[src/spq_pkg.sv]
// Shared types and constants for the sorted priority queue.
package spq_pkg;

  localparam int Depth   = 16;
  localparam int CntW    = $clog2(Depth + 1);
  localparam int TagW    = 16;
  localparam int PrioW   = 8;
  localparam int StatusW = 2;

  localparam logic CmdEnq = 1'b0;
  localparam logic CmdDeq = 1'b1;

  typedef enum logic [StatusW-1:0] {
    ST_OK    = 2'd0,
    ST_FULL  = 2'd1,
    ST_EMPTY = 2'd2
  } status_e;

  typedef enum logic [1:0] {
    OP_NONE,
    OP_INSERT,
    OP_REMOVE
  } op_e;

  typedef enum logic {
    S_IDLE,
    S_EXEC
  } state_e;

  typedef struct packed {
    logic    latch;
    op_e     op;
    logic    rsp_load;
    status_e rsp_status;
  } spq_ctrl_t;

  typedef struct packed {
    logic cmd_deq;
    logic full;
    logic empty;
  } spq_stat_t;

endpackage

[src/spq_datapath.sv]
// Datapath of the sorted priority queue: entry cells, command latch and result register.
module spq_datapath (
  input  logic                        clk_i,
  input  logic                        rst_ni,
  input  spq_pkg::spq_ctrl_t          ctrl_i,
  output spq_pkg::spq_stat_t          stat_o,
  input  logic                        cmd_i,
  input  logic [spq_pkg::TagW-1:0]    tag_i,
  input  logic [spq_pkg::PrioW-1:0]   priority_req_i,
  output logic [spq_pkg::StatusW-1:0] status_o,
  output logic [spq_pkg::TagW-1:0]    out_tag_o,
  output logic [spq_pkg::PrioW-1:0]   out_priority_o,
  output logic [spq_pkg::CntW-1:0]    occupancy_o
);

  logic                       cmd_q;
  logic [spq_pkg::TagW-1:0]   tag_in_q;
  logic [spq_pkg::PrioW-1:0]  prio_in_q;
  logic [spq_pkg::CntW-1:0]   count_q;
  logic [spq_pkg::CntW-1:0]   count_d;
  logic [spq_pkg::TagW-1:0]   tag_q [spq_pkg::Depth];
  logic [spq_pkg::PrioW-1:0]  prio_q [spq_pkg::Depth];
  logic [spq_pkg::Depth-1:0]  lt;
  logic [spq_pkg::Depth-1:0]  move;
  logic [spq_pkg::Depth-1:0]  ins;
  logic [spq_pkg::StatusW-1:0] status_q;
  logic [spq_pkg::TagW-1:0]   out_tag_q;
  logic [spq_pkg::PrioW-1:0]  out_prio_q;
  logic [spq_pkg::CntW-1:0]   occ_q;

  // Each cell compares its own priority with the new one; held entries form a thermometer.
  always_comb begin
    for (int k = 0; k < spq_pkg::Depth; k++) begin
      lt[k] = (spq_pkg::CntW'(k) < count_q) && (prio_q[k] < prio_in_q);
    end
    move[0] = 1'b0;
    for (int k = 1; k < spq_pkg::Depth; k++) begin
      move[k] = lt[k-1];
    end
    for (int k = 0; k < spq_pkg::Depth; k++) begin
      ins[k] = (spq_pkg::CntW'(k) <= count_q) && !move[k] &&
               ((spq_pkg::CntW'(k) == count_q) || lt[k]);
    end
  end

  always_comb begin
    unique case (ctrl_i.op)
      spq_pkg::OP_INSERT: count_d = count_q + spq_pkg::CntW'(1);
      spq_pkg::OP_REMOVE: count_d = count_q - spq_pkg::CntW'(1);
      default:            count_d = count_q;
    endcase
  end

  always_ff @(posedge clk_i or negedge rst_ni) begin
    if (!rst_ni) begin
      count_q <= '0;
    end else begin
      count_q <= count_d;
    end
  end

  always_ff @(posedge clk_i) begin
    if (ctrl_i.latch) begin
      cmd_q     <= cmd_i;
      tag_in_q  <= tag_i;
      prio_in_q <= priority_req_i;
    end
    if (ctrl_i.op == spq_pkg::OP_INSERT) begin
      if (ins[0]) begin
        tag_q[0]  <= tag_in_q;
        prio_q[0] <= prio_in_q;
      end
      for (int k = 1; k < spq_pkg::Depth; k++) begin
        if (move[k]) begin
          tag_q[k]  <= tag_q[k-1];
          prio_q[k] <= prio_q[k-1];
        end else if (ins[k]) begin
          tag_q[k]  <= tag_in_q;
          prio_q[k] <= prio_in_q;
        end
      end
    end else if (ctrl_i.op == spq_pkg::OP_REMOVE) begin
      for (int k = 0; k < spq_pkg::Depth - 1; k++) begin
        tag_q[k]  <= tag_q[k+1];
        prio_q[k] <= prio_q[k+1];
      end
    end
    if (ctrl_i.rsp_load) begin
      status_q <= ctrl_i.rsp_status;
      occ_q    <= count_d;
      if (ctrl_i.op == spq_pkg::OP_REMOVE) begin
        out_tag_q  <= tag_q[0];
        out_prio_q <= prio_q[0];
      end else begin
        out_tag_q  <= '0;
        out_prio_q <= '0;
      end
    end
  end

  assign stat_o.cmd_deq = (cmd_q == spq_pkg::CmdDeq);
  assign stat_o.full    = (count_q == spq_pkg::CntW'(spq_pkg::Depth));
  assign stat_o.empty   = (count_q == '0);

  assign status_o       = status_q;
  assign out_tag_o      = out_tag_q;
  assign out_priority_o = out_prio_q;
  assign occupancy_o    = occ_q;

endmodule

[src/spq_ctrl.sv]
// Controller of the sorted priority queue: handshakes and operation sequencing.
module spq_ctrl (
  input  logic               clk_i,
  input  logic               rst_ni,
  input  logic               in_valid_i,
  output logic               in_stall_o,
  output logic               out_valid_o,
  input  logic               out_stall_i,
  input  spq_pkg::spq_stat_t stat_i,
  output spq_pkg::spq_ctrl_t ctrl_o
);

  spq_pkg::state_e state_q, state_d;
  logic            out_valid_q, out_valid_d;

  always_ff @(posedge clk_i or negedge rst_ni) begin
    if (!rst_ni) begin
      state_q     <= spq_pkg::S_IDLE;
      out_valid_q <= 1'b0;
    end else begin
      state_q     <= state_d;
      out_valid_q <= out_valid_d;
    end
  end

  always_comb begin
    state_d           = state_q;
    out_valid_d       = out_valid_q && out_stall_i;
    in_stall_o        = 1'b1;
    ctrl_o.latch      = 1'b0;
    ctrl_o.op         = spq_pkg::OP_NONE;
    ctrl_o.rsp_load   = 1'b0;
    ctrl_o.rsp_status = spq_pkg::ST_OK;
    unique case (state_q)
      spq_pkg::S_IDLE: begin
        in_stall_o = out_valid_q && out_stall_i;
        if (in_valid_i && !in_stall_o) begin
          ctrl_o.latch = 1'b1;
          state_d      = spq_pkg::S_EXEC;
        end
      end
      spq_pkg::S_EXEC: begin
        ctrl_o.rsp_load = 1'b1;
        out_valid_d     = 1'b1;
        state_d         = spq_pkg::S_IDLE;
        if (stat_i.cmd_deq) begin
          if (stat_i.empty) begin
            ctrl_o.rsp_status = spq_pkg::ST_EMPTY;
          end else begin
            ctrl_o.op = spq_pkg::OP_REMOVE;
          end
        end else begin
          if (stat_i.full) begin
            ctrl_o.rsp_status = spq_pkg::ST_FULL;
          end else begin
            ctrl_o.op = spq_pkg::OP_INSERT;
          end
        end
      end
      default: state_d = spq_pkg::S_IDLE;
    endcase
  end

  assign out_valid_o = out_valid_q;

endmodule

[src/sorted_priority_queue.sv]
// Top level of the sorted priority queue.
//
//   Channel | Direction | Handshake               | Fields
//   input   | in        | in_valid_i, in_stall_o  | cmd_i, tag_i, priority_req_i
//   output  | out       | out_valid_o, out_stall_i| status_o, out_tag_o, out_priority_o,
//           |           |                         | occupancy_o
//
// Each word is latched in S_IDLE; in S_EXEC every entry cell compares against the new
// priority and shifts or loads in parallel, or, on a dequeue, all entries shift to the head.
// One result word is produced per input word and held in an output register.
// A new word is accepted while the previous result is still waiting, unless it stays stalled.
// Reset empties the queue; the entry cells themselves are not cleared.
module sorted_priority_queue (
  input  logic                        clk_i,
  input  logic                        rst_ni,
  input  logic                        in_valid_i,
  output logic                        in_stall_o,
  input  logic                        cmd_i,
  input  logic [spq_pkg::TagW-1:0]    tag_i,
  input  logic [spq_pkg::PrioW-1:0]   priority_req_i,
  output logic                        out_valid_o,
  input  logic                        out_stall_i,
  output logic [spq_pkg::StatusW-1:0] status_o,
  output logic [spq_pkg::TagW-1:0]    out_tag_o,
  output logic [spq_pkg::PrioW-1:0]   out_priority_o,
  output logic [spq_pkg::CntW-1:0]    occupancy_o
);

  spq_pkg::spq_ctrl_t ctrl;
  spq_pkg::spq_stat_t stat;

  spq_ctrl u_ctrl (
    .clk_i       (clk_i),
    .rst_ni      (rst_ni),
    .in_valid_i  (in_valid_i),
    .in_stall_o  (in_stall_o),
    .out_valid_o (out_valid_o),
    .out_stall_i (out_stall_i),
    .stat_i      (stat),
    .ctrl_o      (ctrl)
  );

  spq_datapath u_datapath (
    .clk_i          (clk_i),
    .rst_ni         (rst_ni),
    .ctrl_i         (ctrl),
    .stat_o         (stat),
    .cmd_i          (cmd_i),
    .tag_i          (tag_i),
    .priority_req_i (priority_req_i),
    .status_o       (status_o),
    .out_tag_o      (out_tag_o),
    .out_priority_o (out_priority_o),
    .occupancy_o    (occupancy_o)
  );

  a_busy_after_accept: assert property (@(posedge clk_i) disable iff (!rst_ni)
    (in_valid_i && !in_stall_o) |=> in_stall_o)
    else $error("input accepted while an operation is in flight");

  a_result_follows_accept: assert property (@(posedge clk_i) disable iff (!rst_ni)
    (in_valid_i && !in_stall_o) |=> ##1 out_valid_o)
    else $error("no result after accepted word");

endmodule

[config.mk]
export PLATFORM = sky130hd
export DESIGN_NAME = sorted_priority_queue
export DESIGN_NICKNAME = d
export VERILOG_FILES = /design/src/spq_pkg.sv /design/src/spq_datapath.sv /design/src/spq_ctrl.sv /design/src/sorted_priority_queue.sv
export SDC_FILE = /design/constraint.sdc
export NUM_CORES = 1
export LEC_CHECK = 0
export BUFFER_PORTS_ARGS = -buffer_cell sky130_fd_sc_hd__buf_2
export CAP_MARGIN = 20
export CORE_ASPECT_RATIO = 1.5
export CORE_MARGIN = 2
export CORE_UTILIZATION = 60
export DETAILED_ROUTE_END_ITERATION = 10
export PLACE_DENSITY = 0.77
export SLEW_MARGIN = 0
export SYNTH_ARGS = -nofsm -noshare
export SYNTH_HDL_FRONTEND = slang
export SYNTH_HIERARCHICAL = 1
export SYNTH_SLANG_ARGS = --single-unit
[constraint.sdc]
create_clock -name clk_i -period 8 [get_ports clk_i]
set_input_delay 0 -clock clk_i [delete_from_list [all_inputs] [get_ports clk_i]]
set_output_delay 0 -clock clk_i [all_outputs]
set_load 0.05 [all_outputs]
==> metrics <==
root buffer cell clkbuf_16; Comb pwr share 28.6%; Reg clk slew, reported paths 0.06 ns; yosys warns 6; Num CTS Buffers 43; post-synthesis register bit count 447; Tightest Pin Transition 1.093 ns; DRT Wirelength 57.36 mm; Setup violations, final 0; Simple-Gate Fraction of Synth Area 12.97%; final setup margin 2.944 ns; max_cap viols 0; Rows 89; drt pass-1 iters 5; slowest cell on the critical path nand2_1; cts hold-fix bufs 29; Setup Crit Path Kind register to register; Die ar. 41800 um2; RSZ-0062 raised after global routing false; nets@finish 2031; H-tree Lvls 2; later-pin clock latency in the skew report 0.58 ns; Synth Area in Compound Gates 19.04%; Via density 6.899; switching component of the power 2.555 mW; most common cell after layout, fill and taps aside edfxtp_1; number of global-route vias before repair 15810; CP most frequent cell inv_1; clk sink count 447; setup TNS 0 ns; synth unique cells 73; final hold vios 0; Post-synth EDFFs 440; CP Data Required Time 8.20 ns; syn nets 2033; status complete, no violations; sequential share of the synthesized area 55.57%; Tot GR Track Use 27.23%; core occupancy in the finished layout 66.56%; Routed Antenna Nets 0; TritonCTS clock tree yes; Port Buffer Count 61; grt total ovfl 0; multiplexer share of the synthesized area 2.633%; final RePlAce weighted congestion 0.9171; Fmax 197.8 MHz; number of remaining DRC errors 0; post-synthesis xor/xnor area fraction 0%; Max stage delay on crit path 0.80 ns; pins over their slew limit 0; Seq pwr share 45.5%; layout cell share with drive strength beyond 1 11.55%; Area Growth Syn to Fin 9.218%; Net Sw Frac 32.63%; Starting DRT DRC Count 1799; initial core utilization 60.94%; Top Ports 62; largest net degree at the start of global routing 251; HP Class input pin to register; Post-CTS Resized 0; Pwr per Cell Area 297.6 nW/um2; Buf/Inv on CP 5; synthesized area per cell 12.78 um2; Worst Clk Skew 0.01293 ns; crit path max fanout 54; FF+latch area 13390 um2; hold slack 0.1302 ns; delay-heaviest family, CP simple AND/OR/NAND/NOR gates; wire length per cell 23.76 um; setup repair bufs after CTS 0; Slew headroom 27.07%; Synth Area in Adders 6.180%; VDD IR-drop max 218.3 uV; Async SR Flop Fraction 1.566%; ys flop type edfxtp_1; Pint 5.276 mW; Die X 167.6 um; fill cell count 2874; clock power share 25.9%; cell area after synthesis 24090 um2; # diodes 0; cell count after placement 2305; Final period util 63.21%; worst slack, placed 2.965 ns; Worst setup EP type register; Core Area 39530 um2; Tmin final 5.056 ns; clk buf depth 3; DP Wirelength 40.30 mm; initial antenna violation count 0; global-route wire length before repair 90.68 mm; CP Cell Sequence inv_1 -> ha_1 -> nand2b_1 -> nor3_1 -> nor2_1 -> inv_1 -> ha_2 -> buf_4 -> inv_1 -> nor4_2 -> o31ai_4 -> buf_4 -> nand2_1; leak pwr 9.464 nW; startpoint class of the critical path register; DIE HEIGHT 249.4 um; multi-input logic area 9922 um2; Post-Synthesis Cells 1885; final cell count without fillers 2414; DR vias 16650; largest family of logic cells by synthesized area compound AO/OA/AOI/OAI gates; most frequent cells in the layout 440 x edfxtp_1, 311 x a221o_1, 180 x nor2_1; Worst EP arrival 5.25 ns
final cells by class:
| type | instances | share of cell area, % |
|---|---|---|
| sequential | 447 | 50.88 |
| multi-input combinational | 1247 | 37.71 |
| clock buffer | 52 | 4.218 |
| timing repair buffer | 121 | 3.528 |
| tap | 500 | 2.378 |
| clock inverter | 24 | 0.9605 |
| inverter | 23 | 0.3281 |
synthesized netlist by cell type, drive strengths merged, types with 2 or more instances:
cell type / number / area, um2
a31oi: 7 / 56.30
o21bai: 3 / 22.52
o21ai: 28 / 140.1
nor2: 187 / 706.9
o2bb2ai: 2 / 17.52
nor3b: 171 / 1294
o31ai: 2 / 20.02
nor3: 7 / 46.30
mux2i: 27 / 270.3
nor2b: 41 / 256.5
clkbuf: 66 / 247.7
o211ai: 6 / 50.05
o311a: 3 / 41.29
and4: 2 / 17.52
a211o: 6 / 52.55
nand2: 65 / 244.0
a21o: 50 / 375.4
nand2b: 18 / 112.6
nand4: 8 / 50.05
o21a: 5 / 37.54
dfrtp: 7 / 175.2
and2: 31 / 199.0
nor4: 2 / 18.77
inv: 23 / 86.33
or2: 5 / 31.28
o22ai: 2 / 12.51
a211oi: 14 / 120.1
edfxtp: 440 / 13210
a21oi: 56 / 291.5
a221o: 311 / 3113
mux2: 26 / 364.1
buf: 102 / 534.3
ha: 119 / 1489
a222oi: 3 / 30.03
nand3: 6 / 30.03
a221oi: 5 / 67.57
and3: 12 / 75.07
stage by stage:
step,area [um2],total power [mW]
finish,26310,7.831
global route,26310,8.206
CTS,26220,7.828
detailed placement,24560,5.784
global placement,24530,5.671
floorplan,24090,5.158
flip-flops by register name, summed over array words and instances, names as in the netlist:
register	count
u_datapath/out_tag_o	16
u_datapath/cmd_q	1
u_datapath/prio_q	128
u_datapath/count_q	5
u_datapath/tag_q	256
u_ctrl/out_valid_o	1
u_datapath/occupancy_o	5
u_ctrl/state_q	1
u_datapath/out_priority_o	8
u_datapath/prio_in_q	8
u_datapath/tag_in_q	16
u_datapath/status_o	2
path summary, 6_finish.rpt:
check	depth (start not counted)	end	startpoint	slack, ns
min in group asynchronous	3	u_ctrl/out_valid_o	rst_ni	0.42
max reg2reg	13	u_datapath/tag_q[0][249]	u_datapath/count_q[1]	2.94
max	13	u_datapath/tag_q[0][249]	u_datapath/count_q[1]	2.94
min reg2reg	1	u_datapath/out_tag_o[12]	u_datapath/tag_q[0][12]	0.55
min	2	u_datapath/tag_in_q[8]	tag_i[8]	0.13
max in group asynchronous	3	u_datapath/count_q[0]	rst_ni	7.30
power groups by stage:
stage	clock network (mW)	registers, mW	logic (mW)
after floorplan	0	3.51	1.65
after global placement	0	3.58	2.09
after detailed placement	0	3.60	2.19
after CTS	2.07	3.55	2.21
after global routing	2.15	3.60	2.46
final	2.03	3.57	2.24
metal layers:
| layer | part of all wire [%] | GRT usage (%) | vias to the layer above |
|---|---|---|---|
| li1 | - | - | 7587 |
| met1 | 41 | 37.57 | 8258 |
| met2 | 49 | 45.31 | 710 |
| met3 | 6.7 | 3.298 | 99 |
| met4 | 2.7 | 8.720 | 0 |
| met5 | 0 | 0 | - |
cell families after synthesis:
| logic type | after synthesis |
|---|---|
| buf+inv | 191 |
| compound gates | 516 |
| mux | 53 |
| flops | 447 |
| fa+ha+maj | 119 |
| simple gates | 559 |
No activity file was read; power rests on OpenSTA's default activity.
